File: config.mk
export PLATFORM = sky130hd
export DESIGN_NAME = duplicate_message_cache_flat
export DESIGN_NICKNAME = d
export VERILOG_FILES = /design/src/rtl/dmc_pkg.sv /design/src/rtl/dmc_if.sv /design/src/rtl/dmc_ring.sv /design/src/rtl/duplicate_message_cache.sv /design/src/flat_wrapper.sv
export SDC_FILE = /design/constraint.sdc
export NUM_CORES = 2
export LEC_CHECK = 0
export BUFFER_PORTS_ARGS = -buffer_cell sky130_fd_sc_hd__buf_2
export CORE_MARGIN = 10
export CORE_UTILIZATION = 40
export CTS_BUF_LIST = sky130_fd_sc_hd__clkbuf_2 sky130_fd_sc_hd__clkbuf_4 sky130_fd_sc_hd__clkbuf_8
export DETAILED_ROUTE_END_ITERATION = 10
export GPL_TIMING_DRIVEN = 1
export REMOVE_ABC_BUFFERS = 1
export SYNTH_ARGS = -nofsm -noshare
export SYNTH_HDL_FRONTEND = slang
export SYNTH_SLANG_ARGS = --single-unit
export TNS_END_PERCENT = 100
File: constraint.sdc
create_clock -name clk -period 6.46 [get_ports clk]
set_clock_uncertainty 0.05 [all_clocks]
set_input_delay 1.292 -clock clk [delete_from_list [all_inputs] [get_ports clk]]
set_output_delay 1.292 -clock clk [all_outputs]
set_load 0.03 [all_outputs]
File: src/rtl/dmc_pkg.sv
// dmc_pkg: shared types and constants of the duplicate message cache
// no dependencies
package dmc_pkg;

  localparam int SRC_W           = 16;
  localparam int MSG_W           = 32;
  localparam int DEFAULT_ENTRIES = 32;

  // command codes of an input transfer
  localparam logic CMD_LOOKUP = 1'b0;
  localparam logic CMD_INSERT = 1'b1;

  // one message identity as stored in the ring
  typedef struct packed {
    logic [SRC_W-1:0] source;
    logic [MSG_W-1:0] message;
  } dmc_entry_t;

endpackage

File: src/rtl/dmc_if.sv
// dmc_in_if, dmc_out_if: valid/ready channels of the duplicate message cache
// depends on dmc_pkg
interface dmc_in_if
  import dmc_pkg::*;
();
  logic             valid;
  logic             ready;
  logic             command;
  logic [SRC_W-1:0] source_node;
  logic [MSG_W-1:0] message_id;

  modport source (output valid, command, source_node, message_id, input ready);
  modport sink   (input valid, command, source_node, message_id, output ready);
endinterface

interface dmc_out_if;
  logic valid;
  logic ready;
  logic is_duplicate;

  modport source (output valid, is_duplicate, input ready);
  modport sink   (input valid, is_duplicate, output ready);
endinterface

File: src/rtl/dmc_ring.sv
// dmc_ring: identity ring memory with one write port, one registered read port
// and the shared compare unit; depends on dmc_pkg
module dmc_ring
  import dmc_pkg::*;
#(
  parameter int CACHE_ENTRIES = DEFAULT_ENTRIES,
  parameter int IDX_W         = (CACHE_ENTRIES > 1) ? $clog2(CACHE_ENTRIES) : 1
) (
  input  logic             clk,
  input  logic             wr_en,
  input  logic [IDX_W-1:0] wr_addr,
  input  dmc_entry_t       wr_data,
  input  logic             rd_en,
  input  logic [IDX_W-1:0] rd_addr,
  input  dmc_entry_t       key,
  output logic             match
);

  dmc_entry_t mem_r [CACHE_ENTRIES];
  dmc_entry_t rdata_r;

  always_ff @(posedge clk) begin
    if (wr_en) begin
      mem_r[wr_addr] <= wr_data;
    end
  end

  always_ff @(posedge clk) begin
    if (rd_en) begin
      rdata_r <= mem_r[rd_addr];
    end
  end

  // one 48-bit equality compare, reused for every entry of a scan
  assign match = (rdata_r == key);

endmodule

File: src/rtl/duplicate_message_cache.sv
// duplicate_message_cache: top level of the flood routing duplicate cache
// depends on dmc_pkg, dmc_if (dmc_in_if, dmc_out_if) and dmc_ring
// usage
//   in_chan carries a command with a source node and a message id. an insert
//   writes the pair into the slot under the write pointer (the oldest slot
//   once the ring is full) in the cycle of its transfer and gives no result.
//   a lookup gives one result on out_chan: is_duplicate is 1 when the pair
//   matches any slot filled so far.
// throughput
//   back to back inserts are accepted every cycle while no lookup is in progress.
//   a lookup with n filled slots scans the ring memory one entry per cycle
//   through its single read port and shared comparator (an empty cache
//   skips the scan), and the next input is accepted in the cycle in which
//   the result appears on out_chan.
// reset
//   rst_n is synchronous, active low. it clears the write pointer, the fill
//   count, the sequencer and the output valid; the ring contents are not
//   cleared since only slots below the fill count are ever compared.
// stalls: the result sits in an output register until out_chan.ready takes
//   it; new items are accepted meanwhile, a later lookup waits at its end
module duplicate_message_cache
  import dmc_pkg::*;
#(
  parameter int CACHE_ENTRIES = DEFAULT_ENTRIES
) (
  input  logic      clk,
  input  logic      rst_n,
  dmc_in_if.sink    in_chan,
  dmc_out_if.source out_chan
);

  localparam int IDX_W = (CACHE_ENTRIES > 1) ? $clog2(CACHE_ENTRIES) : 1;
  localparam int CNT_W = $clog2(CACHE_ENTRIES + 1);

  typedef enum logic [2:0] {
    S_IDLE = 3'b001,
    S_SCAN = 3'b010,
    S_HOLD = 3'b100
  } state_t;

  state_t           state_r, state_nxt;
  logic [IDX_W-1:0] wr_ptr_r, wr_ptr_nxt;
  logic [CNT_W-1:0] fill_r, fill_nxt;
  logic [CNT_W-1:0] scan_idx_r, scan_idx_nxt;
  logic             hit_r, hit_nxt;
  dmc_entry_t       key_r, key_nxt;
  logic             out_valid_r, out_valid_nxt;
  logic             out_dup_r, out_dup_nxt;

  logic             in_xfer;
  logic             out_free;
  logic             wr_en;
  logic             rd_en;
  logic [IDX_W-1:0] rd_addr;
  logic             match;
  dmc_entry_t       in_entry;

  assign in_entry.source  = in_chan.source_node;
  assign in_entry.message = in_chan.message_id;

  assign in_chan.ready = (state_r == S_IDLE);
  assign in_xfer       = in_chan.valid && in_chan.ready;
  assign wr_en         = in_xfer && (in_chan.command == CMD_INSERT);

  // output register can take a new result this cycle
  assign out_free = !out_valid_r || out_chan.ready;

  assign out_chan.valid        = out_valid_r;
  assign out_chan.is_duplicate = out_dup_r;

  always_comb begin
    state_nxt     = state_r;
    wr_ptr_nxt    = wr_ptr_r;
    fill_nxt      = fill_r;
    scan_idx_nxt  = scan_idx_r;
    hit_nxt       = hit_r;
    key_nxt       = key_r;
    out_valid_nxt = out_valid_r;
    out_dup_nxt   = out_dup_r;
    rd_en         = 1'b0;
    rd_addr       = '0;

    // result taken by the receiver
    if (out_valid_r && out_chan.ready) begin
      out_valid_nxt = 1'b0;
    end

    unique case (state_r)
      S_IDLE: begin
        if (in_xfer) begin
          if (in_chan.command == CMD_INSERT) begin
            // write pointer wraps after the last slot, fill count saturates
            wr_ptr_nxt = (wr_ptr_r == IDX_W'(CACHE_ENTRIES - 1)) ? '0 : wr_ptr_r + 1'b1;
            if (fill_r != CNT_W'(CACHE_ENTRIES)) begin
              fill_nxt = fill_r + 1'b1;
            end
          end else begin
            key_nxt = in_entry;
            hit_nxt = 1'b0;
            if (fill_r == '0) begin
              state_nxt = S_HOLD;
            end else begin
              // first read goes out with the transfer
              rd_en        = 1'b1;
              rd_addr      = '0;
              scan_idx_nxt = CNT_W'(1);
              state_nxt    = S_SCAN;
            end
          end
        end
      end
      S_SCAN: begin
        // compare the entry read last cycle, issue the next read
        hit_nxt = hit_r | match;
        if (scan_idx_r < fill_r) begin
          rd_en        = 1'b1;
          rd_addr      = scan_idx_r[IDX_W-1:0];
          scan_idx_nxt = scan_idx_r + 1'b1;
        end else begin
          state_nxt = S_HOLD;
        end
      end
      S_HOLD: begin
        if (out_free) begin
          out_valid_nxt = 1'b1;
          out_dup_nxt   = hit_r;
          state_nxt     = S_IDLE;
        end
      end
      default: begin
        state_nxt = S_IDLE;
      end
    endcase
  end

  always_ff @(posedge clk) begin
    if (!rst_n) begin
      state_r     <= S_IDLE;
      wr_ptr_r    <= '0;
      fill_r      <= '0;
      out_valid_r <= 1'b0;
    end else begin
      state_r     <= state_nxt;
      wr_ptr_r    <= wr_ptr_nxt;
      fill_r      <= fill_nxt;
      out_valid_r <= out_valid_nxt;
    end
  end

  // payload and scan registers, no reset needed
  always_ff @(posedge clk) begin
    scan_idx_r <= scan_idx_nxt;
    hit_r      <= hit_nxt;
    key_r      <= key_nxt;
    out_dup_r  <= out_dup_nxt;
  end

  dmc_ring #(
    .CACHE_ENTRIES (CACHE_ENTRIES),
    .IDX_W         (IDX_W)
  ) u_ring (
    .clk     (clk),
    .wr_en   (wr_en),
    .wr_addr (wr_ptr_r),
    .wr_data (in_entry),
    .rd_en   (rd_en),
    .rd_addr (rd_addr),
    .key     (key_r),
    .match   (match)
  );

endmodule
File: src/flat_wrapper.sv
// flat-port wrapper written by rule: the top's interface ports become plain ports
module duplicate_message_cache_flat import dmc_pkg::*;
#(
  parameter int CACHE_ENTRIES = DEFAULT_ENTRIES
)
  (clk, rst_n, in_chan_valid, in_chan_command, in_chan_source_node, in_chan_message_id, in_chan_ready, out_chan_valid, out_chan_is_duplicate, out_chan_ready);
  dmc_in_if in_chan_i ();
  dmc_out_if out_chan_i ();
  input  logic clk;
  input  logic rst_n;
  input wire logic [$bits(in_chan_i.valid)-1:0] in_chan_valid;
  input wire logic [$bits(in_chan_i.command)-1:0] in_chan_command;
  input wire logic [$bits(in_chan_i.source_node)-1:0] in_chan_source_node;
  input wire logic [$bits(in_chan_i.message_id)-1:0] in_chan_message_id;
  output wire logic [$bits(in_chan_i.ready)-1:0] in_chan_ready;
  output wire logic [$bits(out_chan_i.valid)-1:0] out_chan_valid;
  output wire logic [$bits(out_chan_i.is_duplicate)-1:0] out_chan_is_duplicate;
  input wire logic [$bits(out_chan_i.ready)-1:0] out_chan_ready;
  assign in_chan_i.valid = in_chan_valid;
  assign in_chan_i.command = in_chan_command;
  assign in_chan_i.source_node = in_chan_source_node;
  assign in_chan_i.message_id = in_chan_message_id;
  assign in_chan_ready = in_chan_i.ready;
  assign out_chan_valid = out_chan_i.valid;
  assign out_chan_is_duplicate = out_chan_i.is_duplicate;
  assign out_chan_i.ready = out_chan_ready;
  duplicate_message_cache #(.CACHE_ENTRIES(CACHE_ENTRIES)) u_core (.clk(clk), .rst_n(rst_n), .in_chan(in_chan_i), .out_chan(out_chan_i));
endmodule
**Word-level counts from Yosys, hierarchy flattened**

Memories as Yosys holds them, arrays and structs flattened. A register that Yosys moved wholly into a read port is not among the register bits.
Cells that the tools add are included.

- Add/subtract/negate cells: 3
- Order comparisons: 1
- Equal/unequal tests: 12
- Multiplexer cells: 27
- Bitwise logic cells: 2
- Reductions and logical operators: 14

Operators with widths:

| kind | count |
|---|---|
| equality test 48 bit | 1 |
| 2-to-1 mux 6 bit | 4 |
| 2-to-1 mux 3 bit | 5 |
| 2-to-1 mux 5 bit | 3 |
| adder 6 x 1 -> 6 bit (second input constant) | 2 |
| one-hot mux 6 bit (2 select lines) | 1 |
| 2-to-1 mux 1 bit | 11 |
| one-hot mux 3 bit (3 select lines) | 1 |
| AND reduction 3 bit | 3 |
| != test 2 bit (second input constant) | 4 |
| AND reduction 4 bit | 2 |
| logical NOT 6 bit | 1 |
| < comparator 6 bit | 1 |
| != test 6 bit (second input constant) | 1 |
| adder 5 x 1 -> 5 bit (second input constant) | 1 |
| equality test 5 bit (second input constant) | 1 |
| AND reduction 5 bit | 1 |
| != test 2 x 1 -> 1 bit (second input constant) | 2 |
| one-hot mux 1 bit (2 select lines) | 2 |
| equality test 3 x 1 -> 1 bit (second input constant) | 1 |
| equality test 3 x 2 -> 1 bit (second input constant) | 1 |
| equality test 3 bit (second input constant) | 1 |
| logical AND 1 bit | 3 |
| AND reduction 2 bit | 1 |
| 5 further kinds | 5 |

- Bits in registers: 71
- Memory bits (writable): 1536
- Input bits: 53
- Output and inout port bits: 3
- Word-level logic and storage cells: 69
- Memories kept: 1

Memory list:

| memory | depth | bits a word | read ports | clocked after memory_dff | write ports | RTL line | text |
|---|---|---|---|---|---|---|---|
| u_core.u_ring.mem_r | 32 | 48 | 1 | 1 | 1 | dmc_ring.sv:19 | `dmc_entry_t mem_r [CACHE_ENTRIES];` |

**Logic depth before layout (Yosys ltp)**

- Depth after elaboration: 5
- Mapped depth: 12
- Depth with buffers taken out: 8

**By module**

Synthesis repeated with hierarchy kept, for this count alone.

- Cell total of the unflattened synthesis: 3614
- Area total of the unflattened synthesis: 64470.6 sq um

By module, submodules not included:

| module | times used | cells each | area each (sq um) | sequential area each (sq um) |
|---|---|---|---|---|
| dmc_ring | 1 | 3428 | 61724.2 | 47565.6 |
| duplicate_message_cache | 1 | 186 | 2746.4 | 1981.9 |

**Least setup slack after synthesis**

Ideal clock, no wire load.

- Kind: register to register
- From: reg u_core.state_r[0]
- To: reg u_core.u_ring.rdata_r[0] (netlist name)
- Library setup time: 0.522 ns
- Arrival time: 5.130 ns
- Required time: 5.888 ns
- Setup slack: 0.758 ns
- Stages on the path, launching flop included: 4
- Buffers on the path: 0
- Clock period less this slack: 5.702 ns
- Path through: dfxtp_1 nor3b_1 nand2_1 o21ai_0

- Word-level cells in the longest chain between the ends: 4
- Elaborated cells between the ends (all ways): 6
- Classes of those cells: eq/ne: 2; mux: 3; reduce/logical: 1

Ends and longest elaborated chain:

| item | RTL line | text |
|---|---|---|
| start, declared | duplicate_message_cache.sv:41 | `state_t state_r, state_nxt;` |
| start signal, assigned | duplicate_message_cache.sv:143 | `state_r <= state_nxt;` |
| equality test 3 x 1 -> 1 bit (*) | duplicate_message_cache.sv:61 | `assign in_chan.ready = (state_r == S_IDLE);` |
| named net in_chan_ready | flat_wrapper.sv:15 | `output wire logic [$bits(in_chan_i.ready)-1:0] in_chan_ready;` |
| logical AND 1 bit | duplicate_message_cache.sv:62 | `assign in_xfer = in_chan.valid && in_chan.ready;` |
| 2-to-1 mux 1 bit | duplicate_message_cache.sv:90 | `if (in_xfer) begin` |
| one-hot mux 1 bit (2 select lines) (*) | duplicate_message_cache.sv:88 | `unique case (state_r)` |
| named net u_core.rd_en | duplicate_message_cache.sv:53 | `logic rd_en;` |

Mark *: on every way through the listed nets, which the timed path passes. The rest lies on a longest branch.
A chain may end at the register's enable or synchronous reset.

**Worst setup path after layout**

- From: reg u_core.scan_idx_r[2]
- To: reg u_core.u_ring.rdata_r[25] (netlist name)

- Word-level cells in the longest chain between the ends: 3
- Elaborated cells between the ends (all ways): 5
- Classes of those cells: order compare: 1; mux: 4

Ends and longest elaborated chain:

| item | RTL line | text |
|---|---|---|
| start, declared | duplicate_message_cache.sv:44 | `logic [CNT_W-1:0] scan_idx_r, scan_idx_nxt;` |
| start signal, assigned | duplicate_message_cache.sv:152 | `scan_idx_r <= scan_idx_nxt;` |
| < comparator 6 bit | duplicate_message_cache.sv:115 | `if (scan_idx_r < fill_r) begin` |
| 2-to-1 mux 1 bit or 2-to-1 mux 5 bit (tied branches) | duplicate_message_cache.sv:115 |  |
| one-hot mux 1 bit (2 select lines) or 2-to-1 mux 5 bit (tied branches) | n/a |  |

Parallel ways exist; a longest one is shown, timed or not.

==> summary.txt <==
Global routing
  – Largest net degree at the start of global routing: 120
  – First-pass GRT wire length: ~280000 um
  – M2 GR Usage: approximately 31%
  – Gr usage total: between 20% and 30%
  – GR Layer Usage met1: 31.4%
  – Number of global-route vias before repair: 37600
  – Busiest grt layer: met1
  – Met3 GRT Util: 5.57%
  – Initial antenna violation count: 14
  – Gr ovfl total: 0

Clock tree
  – CTS resizes: 0
  – Root buf cell: clkbuf_8
  – Clock transition at path regs: 0.06 ns
  – CTS tree: done
  – Clk Latency, worst-skew pair: 1.02 ns
  – Clock sinks: 1655
  – TritonCTS Buffers: 277
  – CTS Hold Buffers Added: 0
  – H-tree levels: 5
  – Post-CTS Setup Bufs: 0
  – CTS Buffer Depth: 4

Critical path
  – Crit path DAT: 5.44 ns
  – Worst EP required: 7.20 ns
  – Startpoint Class: register
  – Critical Path Fanout Max: 33
  – Worst r2r src: u_core.scan_idx_r[2]
  – Crit path kind: register to register
  – CP startpoint: u_core.scan_idx_r[2]
  – Kind of end point of the critical path: register

Synthesis
  – Post-synthesis cell type count: 61
  – YS warnings: 0
  – Ys flop type: edfxtp_1
  – Ranking of synthesized cells by area: edfxtp_1 (75%), mux4_2 (3.3%), a2111oi_0 (2.6%)
  – Post-Syn Instances: a little under 4000
  – Post-synth ARST share: 0%
  – Number of flops mapped to enable cells by yosys: 1640
  – Cell area after synthesis: 0.0661 mm2
  – Top-area cell type share of the netlist area: 74.5%
  – Mean Syn Cell Area: about 17 um2
  – Yosys reg bits: 1655
  – Synth area leader: edfxtp_1
  – Cell with the most instances after synthesis: edfxtp_1
  – Top cells by count, synth: edfxtp_1 (1640), a21oi_1 (234), nor2_1 (227)
  – Seq/Total Area, Yosys: between 70% and 80%

Timing
  – Slew headroom: roughly 12%
  – Number of hold violations in the final report: 0
  – Hold WS: 0.497 ns
  – Worst-Margin Slew: 1.28 ns
  – Fin worst setup slack: about 1.8 ns
  – Pins Over Slew Limit: 0
  – Fmax: 0.213 GHz
  – Post-route clock period utilization: 72.7%
  – Setup-failing EPs final: 0
  – Post-route minimum period: 4.70 ns
  – RSZ-0062 raised after global routing: false

Placed design
  – Port Buffers: 55
  – DP Area: approximately 0.07 mm2
  – Dpl ws: 1.88 ns
  – DP HPWL: 114000 um
  – Routability Congestion: approximately 0.9

Route
  – First DRT Iteration DRCs: approximately 5200
  – Post-route DRC: 0
  – Drt wl/cell: 31.0 um
  – Via Count: roughly 40000
  – Total Wirelength: ~200000 um
  – Vias/cell: ~6
  – Detail Route Antenna Nets: 1
  – Initial DRT Pass Iterations: 6

Worst hold path
  – Tightest Hold Check Type: register to register
  – Worst hold start: u_core.hit_r

Outcome
  – Failing checks: antenna violations
  – Status: finished, violations left

Floorplan
  – I/O Pins: 56
  – Total die area: 0.182 mm2
  – Die W: 426 um
  – Die H: 426 um
  – Initial Util: 40.1%
  – Row Count: 149
  – Core area: between 0.15 and 0.2 mm2

Run
  – Maxcap violations: 0

Power
  – Peak VDD IR: 247 uV
  – PwrDens: 286 mW/mm2
  – Leakage: 23.6 nW

Finish
  – Share of layout cells above drive strength 1: about a fifth
  – Fillers: between 10000 and 15000
  – Final instance area: 0.0744 mm2
  – Post-layout net count: 4141
  – Area growth syn-to-layout: 12.6%
[cells by family after synthesis]
logic type,synth area share [%]
AO/OA/AOI/OAI,11.3
XOR/XNOR,0.756
adder cells (fa/ha/maj),0.246
buffers and inverters,2.50
flip-flops,75.0
multiplexers,6.40
AND/OR/NAND/NOR,3.75
[routing by layer]
layer	share of wire (%)	routed length, um
met2	44	87800
met4	2.9	5870
met5	0.050	100
met1	42	84000
met3	11	21800
[layout make-up]
| cell class | instances | area [um2] | area share [%] |
|---|---|---|---|
| Clock buffer | 362 | 4490 | 6.04 |
| Tap cell | 2189 | 2740 | 3.68 |
| Timing Repair Buffer | 171 | 1420 | 1.91 |
| Sequential cell | 1655 | 49500 | 66.6 |
| Inverter | 109 | 414 | 0.557 |
| Clock inverter | 91 | 541 | 0.726 |
| Multi-Input combinational cell | 1861 | 15200 | 20.5 |
| Antenna cell | 8 | 20.0 | 0.0269 |
[flip-flops by register name, indices dropped and copies added, names as in the netlist]
register,cells
u_core.out_chan.is_duplicate,1
u_core.state_r,3
u_core.wr_ptr_r,5
u_core.u_ring.mem_r,1536
u_core.key_r,48
u_core.out_chan.valid,1
u_core.hit_r,1
u_core.scan_idx_r,6
u_core.u_ring.rdata_r,48
u_core.fill_r,6
[placed cells by master, fill, tap and decap left out, drive strengths merged, types with 114 or more instances in the layout]
| cell type | instances |
|---|---|
| nor2 | 229 |
| mux2i | 142 |
| a21oi | 234 |
| buf | 171 |
| o22ai | 152 |
| clkbuf | 362 |
| edfxtp | 1640 |
| a2111oi | 196 |
| inv | 114 |
[stage by stage]
step	power [mW]	std cells	utilization [%]	setup TNS, ns
global route	21.9	6440	45.2	0
finish	21.3	6446	45.2	0
detailed placement	12.7	5984	42.1	0
CTS	21.4	6437	45.2	0
floorplan	12.4	3625	-	-2154.19
global placement	12.7	5984	42.1	0
[power by group]
| part | switching [mW] | total (mW) | internal, mW |
|---|---|---|---|
| sequential | 0.0228 | 11.9 | 11.9 |
| combinational | 0.459 | 0.587 | 0.128 |
| clock | 4.09 | 8.80 | 4.70 |
[worst paths after layout]
kind,endpoint,slack [ns],cells past startpoint
min,u_core.out_chan.is_duplicate,0.50,0
min reg2reg,u_core.out_chan.is_duplicate,0.50,0
max,u_core.u_ring.rdata_r[25],1.76,8
max reg2reg,u_core.u_ring.rdata_r[25],1.76,8
[worst max-delay path, cell delays in order (launching register included)]
cell	delay [ns]
edfxtp_1	0.54
ha_1	0.37
nand4_1	0.32
o21ai_4	1.05
or2_2	0.91
buf_4	0.49
a211oi_1	0.10
o311a_1	0.41
a211oi_1	0.23
Note: power is estimated with default switching activity, not from simulation.
